File: src/hdl/wdrd_pkg.sv
// shared types and constants for the word delta run-length decoder
// used by wdrd_parser and word_delta_rle_decode; no dependencies

package wdrd_pkg;

  // result kinds, carried on the output tuser
  localparam logic [1:0] KIND_WORD      = 2'd0;
  localparam logic [1:0] KIND_LAST_BYTE = 2'd1;
  localparam logic [1:0] KIND_END       = 2'd2;
  localparam logic [1:0] KIND_UNUSED    = 2'd3;

  // opcode selector sits in the top two bits of the 16-bit opcode
  localparam int unsigned OP_SEL_LSB = 14;
  localparam logic [1:0] OP_PACKETS   = 2'd0;
  localparam logic [1:0] OP_IGNORED   = 2'd1;
  localparam logic [1:0] OP_LAST_BYTE = 2'd2;
  localparam logic [1:0] OP_LINE_SKIP = 2'd3;

  localparam int unsigned FW_W = 13;

  // one decoded write command
  typedef struct packed {
    logic [1:0]  kind;
    logic [15:0] row;
    logic [15:0] column;
    logic [15:0] pixel_word;
    logic [7:0]  repeat_count;
    logic        chunk_end;
  } wdrd_result_t;

endpackage

File: src/hdl/wdrd_parser.sv
// byte-wise chunk parser: phase register, line/packet/word counters and
// the per-byte next-state and result logic; depends on wdrd_pkg

module wdrd_parser import wdrd_pkg::*; (
  input  logic            clk,
  input  logic            rst,
  input  logic            step,
  input  logic [7:0]      chunk_byte,
  input  logic            chunk_start,
  input  logic [FW_W-1:0] frame_width,
  output logic            res_valid,
  output wdrd_result_t    res
);

  typedef enum logic [3:0] {
    PH_LC_LO, PH_LC_HI, PH_OP_LO, PH_OP_HI, PH_SKIP, PH_COUNT,
    PH_LIT_LO, PH_LIT_HI, PH_REP_LO, PH_REP_HI, PH_DONE
  } phase_t;

  phase_t      parse_phase, parse_phase_next;
  logic [15:0] lines_left, lines_left_next;
  logic [15:0] current_row, current_row_next;
  logic [15:0] packets_left, packets_left_next;
  logic [15:0] current_column, current_column_next;
  logic [7:0]  words_left, words_left_next;
  logic [7:0]  held_byte, held_byte_next;

  // state as seen by this byte: a chunk start clears everything first
  phase_t      ph;
  logic [15:0] lines_e, row_e, packets_e, col_e;
  logic [7:0]  words_e, held_e;
  logic [15:0] word_in;
  logic [15:0] lines_dec, packets_dec;
  logic [7:0]  words_dec;
  logic [7:0]  neg_count;
  logic [1:0]  op_sel;

  assign ph        = chunk_start ? PH_LC_LO : parse_phase;
  assign lines_e   = chunk_start ? 16'd0 : lines_left;
  assign row_e     = chunk_start ? 16'd0 : current_row;
  assign packets_e = chunk_start ? 16'd0 : packets_left;
  assign col_e     = chunk_start ? 16'd0 : current_column;
  assign words_e   = chunk_start ? 8'd0 : words_left;
  assign held_e    = chunk_start ? 8'd0 : held_byte;

  assign word_in     = {chunk_byte, held_e};
  assign lines_dec   = lines_e - 16'd1;
  assign packets_dec = packets_e - 16'd1;
  assign words_dec   = words_e - 8'd1;
  assign neg_count   = 8'd0 - chunk_byte;
  assign op_sel      = word_in[OP_SEL_LSB +: 2];

  // next state and result for one byte
  always_comb begin
    parse_phase_next    = ph;
    lines_left_next     = lines_e;
    current_row_next    = row_e;
    packets_left_next   = packets_e;
    current_column_next = col_e;
    words_left_next     = words_e;
    held_byte_next      = held_e;
    res_valid           = 1'b0;
    res                 = '0;
    res.kind            = KIND_END;

    case (ph)
      PH_LC_LO: begin
        held_byte_next   = chunk_byte;
        parse_phase_next = PH_LC_HI;
      end
      PH_LC_HI: begin
        lines_left_next  = word_in;
        current_row_next = 16'd0;
        if (word_in == 16'd0) begin
          parse_phase_next = PH_DONE;
          res_valid        = 1'b1;
          res.chunk_end    = 1'b1;
        end else begin
          parse_phase_next = PH_OP_LO;
        end
      end
      PH_OP_LO, PH_LIT_LO, PH_REP_LO: begin
        held_byte_next = chunk_byte;
        case (ph)
          PH_OP_LO:  parse_phase_next = PH_OP_HI;
          PH_LIT_LO: parse_phase_next = PH_LIT_HI;
          default:   parse_phase_next = PH_REP_HI;
        endcase
      end
      PH_OP_HI: begin
        case (op_sel)
          OP_PACKETS: begin
            packets_left_next   = word_in;
            current_column_next = 16'd0;
            if (word_in == 16'd0) begin
              // empty line: finish it right away
              current_row_next = row_e + 16'd1;
              lines_left_next  = lines_dec;
              if (lines_dec == 16'd0) begin
                parse_phase_next = PH_DONE;
                res_valid        = 1'b1;
                res.chunk_end    = 1'b1;
              end else begin
                parse_phase_next = PH_OP_LO;
              end
            end else begin
              parse_phase_next = PH_SKIP;
            end
          end
          OP_LAST_BYTE: begin
            parse_phase_next = PH_OP_LO;
            res_valid        = 1'b1;
            res.kind         = KIND_LAST_BYTE;
            res.row          = row_e;
            res.column       = {{(16-FW_W){1'b0}}, frame_width} - 16'd1;
            res.pixel_word   = {8'd0, word_in[7:0]};
            res.repeat_count = 8'd1;
          end
          OP_LINE_SKIP: begin
            parse_phase_next = PH_OP_LO;
            current_row_next = row_e - word_in;
          end
          default: begin
            parse_phase_next = PH_OP_LO;
          end
        endcase
      end
      PH_SKIP: begin
        current_column_next = col_e + {8'd0, chunk_byte};
        parse_phase_next    = PH_COUNT;
      end
      PH_COUNT: begin
        if (chunk_byte == 8'd0) begin
          // zero-count packet makes no write; it ends the packet, maybe the line and chunk
          packets_left_next = packets_dec;
          if (packets_dec == 16'd0) begin
            current_row_next = row_e + 16'd1;
            lines_left_next  = lines_dec;
            if (lines_dec == 16'd0) begin
              parse_phase_next = PH_DONE;
              res_valid        = 1'b1;
              res.chunk_end    = 1'b1;
            end else begin
              parse_phase_next = PH_OP_LO;
            end
          end else begin
            parse_phase_next = PH_SKIP;
          end
        end else if (!chunk_byte[7]) begin
          words_left_next  = chunk_byte;
          parse_phase_next = PH_LIT_LO;
        end else begin
          words_left_next  = neg_count;
          parse_phase_next = PH_REP_LO;
        end
      end
      PH_LIT_HI, PH_REP_HI: begin
        res_valid      = 1'b1;
        res.kind       = KIND_WORD;
        res.row        = row_e;
        res.column     = col_e;
        res.pixel_word = word_in;
        if (ph == PH_LIT_HI) begin
          res.repeat_count    = 8'd1;
          current_column_next = col_e + 16'd2;
          words_left_next     = words_dec;
        end else begin
          res.repeat_count    = words_e;
          current_column_next = col_e + {7'd0, words_e, 1'b0};
          words_left_next     = 8'd0;
        end
        if (ph == PH_LIT_HI && words_dec != 8'd0) begin
          parse_phase_next = PH_LIT_LO;
        end else begin
          // end of packet, maybe of line and chunk
          packets_left_next = packets_dec;
          if (packets_dec == 16'd0) begin
            current_row_next = row_e + 16'd1;
            lines_left_next  = lines_dec;
            if (lines_dec == 16'd0) begin
              parse_phase_next = PH_DONE;
              res.chunk_end    = 1'b1;
            end else begin
              parse_phase_next = PH_OP_LO;
            end
          end else begin
            parse_phase_next = PH_SKIP;
          end
        end
      end
      default: begin
        parse_phase_next = PH_DONE;
      end
    endcase
  end

  // parser state, advanced once per byte
  always_ff @(posedge clk) begin
    if (rst) begin
      parse_phase    <= PH_LC_LO;
      lines_left     <= 16'd0;
      current_row    <= 16'd0;
      packets_left   <= 16'd0;
      current_column <= 16'd0;
      words_left     <= 8'd0;
      held_byte      <= 8'd0;
    end else if (step) begin
      parse_phase    <= parse_phase_next;
      lines_left     <= lines_left_next;
      current_row    <= current_row_next;
      packets_left   <= packets_left_next;
      current_column <= current_column_next;
      words_left     <= words_left_next;
      held_byte      <= held_byte_next;
    end
  end

endmodule

File: src/hdl/word_delta_rle_decode.sv
// A byte in the input register is parsed combinationally; its command is
// registered as the byte advances. Throughput: one byte per cycle unless output
// backpressure stalls the input register; the only loop is the parser state
// update, which resolves within the cycle between the input and result registers.
// A byte that makes no command still takes a parser step. Reset (rst, synchronous)
// clears the parser and both stage valids and sets frame_width to 320.

module word_delta_rle_decode import wdrd_pkg::*; (
  input  logic            clk,
  input  logic            rst,
  // configuration
  input  logic            cfg_wr_en,
  input  logic [FW_W-1:0] cfg_wr_data,   // frame_width
  // byte stream in
  input  logic            s_tvalid,
  output logic            s_tready,
  input  logic [7:0]      s_tdata,       // [7:0] chunk_byte
  input  logic [0:0]      s_tuser,       // [0] chunk_start
  // command stream out
  output logic            m_tvalid,
  input  logic            m_tready,
  output logic [55:0]     m_tdata,       // [15:0] row, [31:16] column,
                                         // [47:32] pixel_word, [55:48] repeat_count
  output logic [1:0]      m_tuser,       // [1:0] write_kind
  output logic            m_tlast        // chunk_end
);

  logic [FW_W-1:0] frame_width;
  logic            in_valid;
  logic [7:0]      in_byte;
  logic            in_start;
  logic            advance;
  logic            res_valid;
  wdrd_result_t    res;
  wdrd_result_t    out_res;

  // the held byte moves on when the result register is free or draining
  assign advance  = in_valid && (!m_tvalid || m_tready);
  assign s_tready = !in_valid || advance;

  // configuration register
  always_ff @(posedge clk) begin
    if (rst) begin
      frame_width <= FW_W'(320);
    end else if (cfg_wr_en) begin
      frame_width <= cfg_wr_data;
    end
  end

  // input register
  always_ff @(posedge clk) begin
    if (rst) begin
      in_valid <= 1'b0;
    end else if (s_tready) begin
      in_valid <= s_tvalid;
    end
  end

  always_ff @(posedge clk) begin
    if (s_tready && s_tvalid) begin
      in_byte  <= s_tdata;
      in_start <= s_tuser[0];
    end
  end

  wdrd_parser u_parser (
    .clk         (clk),
    .rst         (rst),
    .step        (advance),
    .chunk_byte  (in_byte),
    .chunk_start (in_start),
    .frame_width (frame_width),
    .res_valid   (res_valid),
    .res         (res)
  );

  // result register
  always_ff @(posedge clk) begin
    if (rst) begin
      m_tvalid <= 1'b0;
    end else if (advance) begin
      m_tvalid <= res_valid;
    end else if (m_tready) begin
      m_tvalid <= 1'b0;
    end
  end

  always_ff @(posedge clk) begin
    if (advance && res_valid) begin
      out_res <= res;
    end
  end

  assign m_tdata = {out_res.repeat_count, out_res.pixel_word, out_res.column, out_res.row};
  assign m_tuser = out_res.kind;
  assign m_tlast = out_res.chunk_end;

  // a chunk-end-only command always closes the chunk
  a_end_kind_last: assert property (@(posedge clk) disable iff (rst)
    m_tvalid && m_tuser == KIND_END |-> m_tlast)
    else $error("end-only command without chunk_end");

  // kind code three is never produced
  a_kind_known: assert property (@(posedge clk) disable iff (rst)
    m_tvalid |-> m_tuser != KIND_UNUSED)
    else $error("unused write kind on output");

  // every write command fills at least one word
  a_write_nonzero: assert property (@(posedge clk) disable iff (rst)
    m_tvalid && m_tuser != KIND_END |-> m_tdata[55:48] != 8'd0)
    else $error("write command with zero repeat count");

  // a byte held while the output stalls is not dropped
  a_input_held: assert property (@(posedge clk) disable iff (rst)
    in_valid && !advance |=> in_valid)
    else $error("held input byte lost during stall");

endmodule
File: config.mk
export PLATFORM = sky130hd
export DESIGN_NAME = word_delta_rle_decode
export DESIGN_NICKNAME = d
export VERILOG_FILES = /design/src/hdl/wdrd_pkg.sv /design/src/hdl/wdrd_parser.sv /design/src/hdl/word_delta_rle_decode.sv
export SDC_FILE = /design/constraint.sdc
export NUM_CORES = 1
export LEC_CHECK = 0
export BUFFER_PORTS_ARGS = -buffer_cell sky130_fd_sc_hd__buf_2
export CORE_MARGIN = 5
export CORE_UTILIZATION = 38
export DETAILED_ROUTE_END_ITERATION = 10
export GPL_ROUTABILITY_DRIVEN = 1
export PLACE_DENSITY = 0.65
export SLEW_MARGIN = 20
export SYNTH_ARGS = -nofsm -noshare
export SYNTH_HDL_FRONTEND = slang
export SYNTH_SLANG_ARGS = --single-unit
File: constraint.sdc
create_clock -name clk -period 7.7 [get_ports clk]
set_clock_uncertainty 0.2 [all_clocks]
set_input_delay 0.385 -clock clk [delete_from_list [all_inputs] [get_ports clk]]
set_output_delay 0.385 -clock clk [all_outputs]
set_load 0.1 [all_outputs]
==> reports/metrics.csv <==
stage,metric,value,unit
timing,"Slew Viols, Final",0,
pwr,switching share of power,0.290,
critical_path,Startpoint Class,flop,
grt,gr ovfl total,0,
grt,initial antenna violation count,0,
grt,vias in the first global route,10500,
critical_path,kind of critical path,flop to flop,
timing,slack of the critical path,2.26,ns
die,Initial Util,0.384,
timing,Slew @ Worst Pin,1.14,ns
clocking,clk_lat worst skew,0.46,ns
synthesis,Seq cells post-synth,167,
drt,first drt pass iteration count,6,
timing,setup TNS,0,ns
timing,Slew headroom,0.234,
hold_path,WHS Path Cells,3,
critical_path,"Buf+Inv Stages, Crit Path",2,
synthesis,number of library cell types mapped by synthesis,83,
job,total of max-cap violations,0,
pwr,Combinational Power Share,0.127,
clocking,clock sinks,167,
synthesis,Synth area leader,edfxtp_1,
synthesis,Mapped Area,0.0114,mm2
finish,share of post-route cells with drive strength above 1,0.113,
drt,number of DRC markers in iteration 0,1425,
pwr,Flop pwr share,0.450,
die,Die Ht,183,um
pwr,maximum VDD drop,168,uV
grt,largest net degree at the start of global routing,63,
pwr,P per Cell Area,166,mW/mm2
finish,Antenna diodes,0,
timing,final setup fails,0,
timing,crit share post-route,0.707,
critical_path,RR Endpoint,m_tdata[21],
status,outcome,"finished, final reports clean",
finish,post-layout util,0.436,
grt,Total GRT Usage,0.220,
critical_path,Top Family by Delay on Critical Path,simple AND/OR/NAND/NOR gates,
synthesis,synth warn,0,
die,number of I/O pins,88,
critical_path,worst r2r src,in_start,
pwr,Psw,0.623,mW
synthesis,syn nets,1460,
die,core area,0.0296,mm2
clocking,post_cts resized,0,
placed_design,Place WS,2.33,ns
pwr,leakage power,4.83,nW
placed_design,IO buf count,87,
critical_path,cells on worst reg2reg path,12,
clocking,CTS root buf,clkbuf_16,
finish,"commonest cells after routing, fill and taps aside","nor2_1 (165), nand2_1 (129), dfxtp_1 (99)",
critical_path,cell chain of the critical path,clkinv_1 -> nand2_1 -> ha_1 -> nor3b_1 -> a21oi_1 -> or4_1 -> a211oi_4 -> nand3_1 -> o21a_1 -> o21ai_0 -> and2_2 -> buf_4,
placed_design,gpl congestion,0.954,
pwr,Overall Power,2.15,mW
synthesis,Avg Synthesized Cell Area,8.21,um2
critical_path,required time worst endpoint,7.62,ns
die,die footprint,0.0335,mm2
critical_path,"Largest stage delay, worst path",0.82,ns
hold_path,hold crit path type,primary input to flop,
finish,Filler Cells Inserted,2981,
finish,Area growth syn-to-layout,13.5,%
synthesis,Cells after Synth,1387,
timing,crit path time final,5.44,ns
clocking,clk slew on worst S/H paths,0.07,ns
drt,drt via density,6.11,
critical_path,largest fanout on the critical path,37,
pwr,clock power share,0.423,
drt,DR vias,11300,
critical_path,R2R Setup Slk,2.26,ns
finish,"commonest non-fill, non-tap cell in the layout",nor2_1,
synthesis,Post-synth ARST share,0,
clocking,Post-CTS Hold Buffers,22,
clocking,CTS Buf Count,17,
die,DIE WIDTH,183,um
synthesis,ys flop type,dfxtp_1,
clocking,H-tree levels,4,
synthesis,register area share after synthesis,0.353,
drt,Routed Antenna Nets,0,
clocking,CTS Buffer Depth,2,
timing,fmax,184,MHz
hold_path,Worst Min Path Start,s_tvalid,
hold_path,Hold EP,in_valid,
finish,Final nets,1517,
synthesis,"EDFF count, synth",68,
drt,Post-route DRC,0,
timing,RSZ-0062 raised after global routing,false,
drt,DR WL/cell,20.5,um
die,row count,63,
synthesis,top cell type's share of synthesized area,0.179,
placed_design,dpl hpwl,26500,um
timing,final hold vios,0,
pwr,Int Pwr,1.52,mW
clocking,setup bufs post-CTS,0,
clocking,TritonCTS clock tree,yes,
drt,drt total wl,37900,um
grt,first-pass GRT wire length,59100,um
critical_path,Worst EP arrival,5.37,ns
critical_path,CP Capture Type,flop,
critical_path,CP max-delay cell,and2_2,
synthesis,Synth area leaders,"edfxtp_1 (18%), dfxtp_1 (17%), nor2_1 (5.5%)",
[worst reg2reg max path, delay by kind of cell (launching register included)]
family,cells,cell delay (ns)
AOI/OAI and AO/OA,4,0.87
adders and majority gates,1,0.54
buffers and inverters,2,0.63
DFF,1,0.59
and+or+nand+nor,5,2.27
[registers in the layout, summed over array words and instances, names as in the netlist]
name	count
m_tdata	56
u_parser.current_column	16
u_parser.current_row	16
u_parser.lines_left	16
u_parser.packets_left	16
frame_width	13
in_byte	8
u_parser.held_byte	8
u_parser.words_left	8
u_parser.parse_phase	4
m_tuser	2
in_start	1
in_valid	1
m_tlast	1
m_tvalid	1
[through the flow]
stage,area (um2),std cells,hold slack [ns]
after floorplan,11400,1387,0.265
after global placement,12100,1793,0.274
after detailed placement,12100,1793,0.284
after CTS,12900,1847,0.00564
after global routing,12900,1847,0.0302
final,12900,1847,0.0233
[cells in the mapped netlist (all sizes together), types with 15 or more instances]
cell type	number
mux2i	28
o21ai	98
nor4	17
a22oi	22
dfxtp	99
or3	19
nor2b	33
buf	17
xor2	15
a21oi	84
clkbuf	70
edfxtp	68
a21o	17
o22ai	21
nand3	32
and3	21
xnor2	49
inv	40
nor3	42
nand2	130
nor2	167
ha	43
nand2b	17
a31oi	17
[worst max-delay path by stage]
stage / from / endpoint / depth (start not counted)
detailed placement: in_start / m_tdata[55] / 12
floorplan: in_start / m_tdata[0] / 18
global placement: in_start / m_tdata[55] / 12
global route: in_start / m_tdata[21] / 12
CTS: in_start / m_tdata[21] / 12
finish: in_start / m_tdata[21] / 12
[power groups by stage]
stage | Clock [mW] | Sequential, mW | Combinational, mW
2_1_floorplan | 0 | 0.966 | 0.194
3_3_place_gp | 0 | 0.985 | 0.253
3_5_place_dp | 0 | 0.985 | 0.255
4_1_cts | 0.918 | 0.965 | 0.266
5_1_grt | 0.950 | 0.968 | 0.295
6_report | 0.907 | 0.967 | 0.272
[cell families after synthesis]
family                     share of synthesized area
AOI/OAI and AO/OA                              0.243
buffers and inverters                         0.0448
xor gates and xnor gates                      0.0492
adders and majority gates                     0.0525
DFF                                            0.353
muxes                                         0.0256
and+or+nand+nor                                0.231
[routing by layer]
layer | vias up | routed length [um] | part of all wire | global-route usage
met5 | - | 0 | 0 | 0
met4 | 0 | 1270 | 0.034 | 0.0846
met3 | 110 | 3440 | 0.091 | 0.0502
met2 | 602 | 16400 | 0.43 | 0.335
met1 | 5326 | 16800 | 0.44 | 0.304
li1 | 5240 | - | - | -
[layout make-up]
class / instances / area, um2 / area share
Clock inverter: 15 / 183 / 0.0141
Tap cell: 390 / 488 / 0.0378
Sequential cell: 167 / 4020 / 0.311
Clock buffer: 17 / 425 / 0.0329
Timing Repair Buffer: 125 / 776 / 0.0600
Inverter: 43 / 161 / 0.0125
Multi-Input combinational cell: 1090 / 6860 / 0.531
Power figures use the tool's default switching activity.
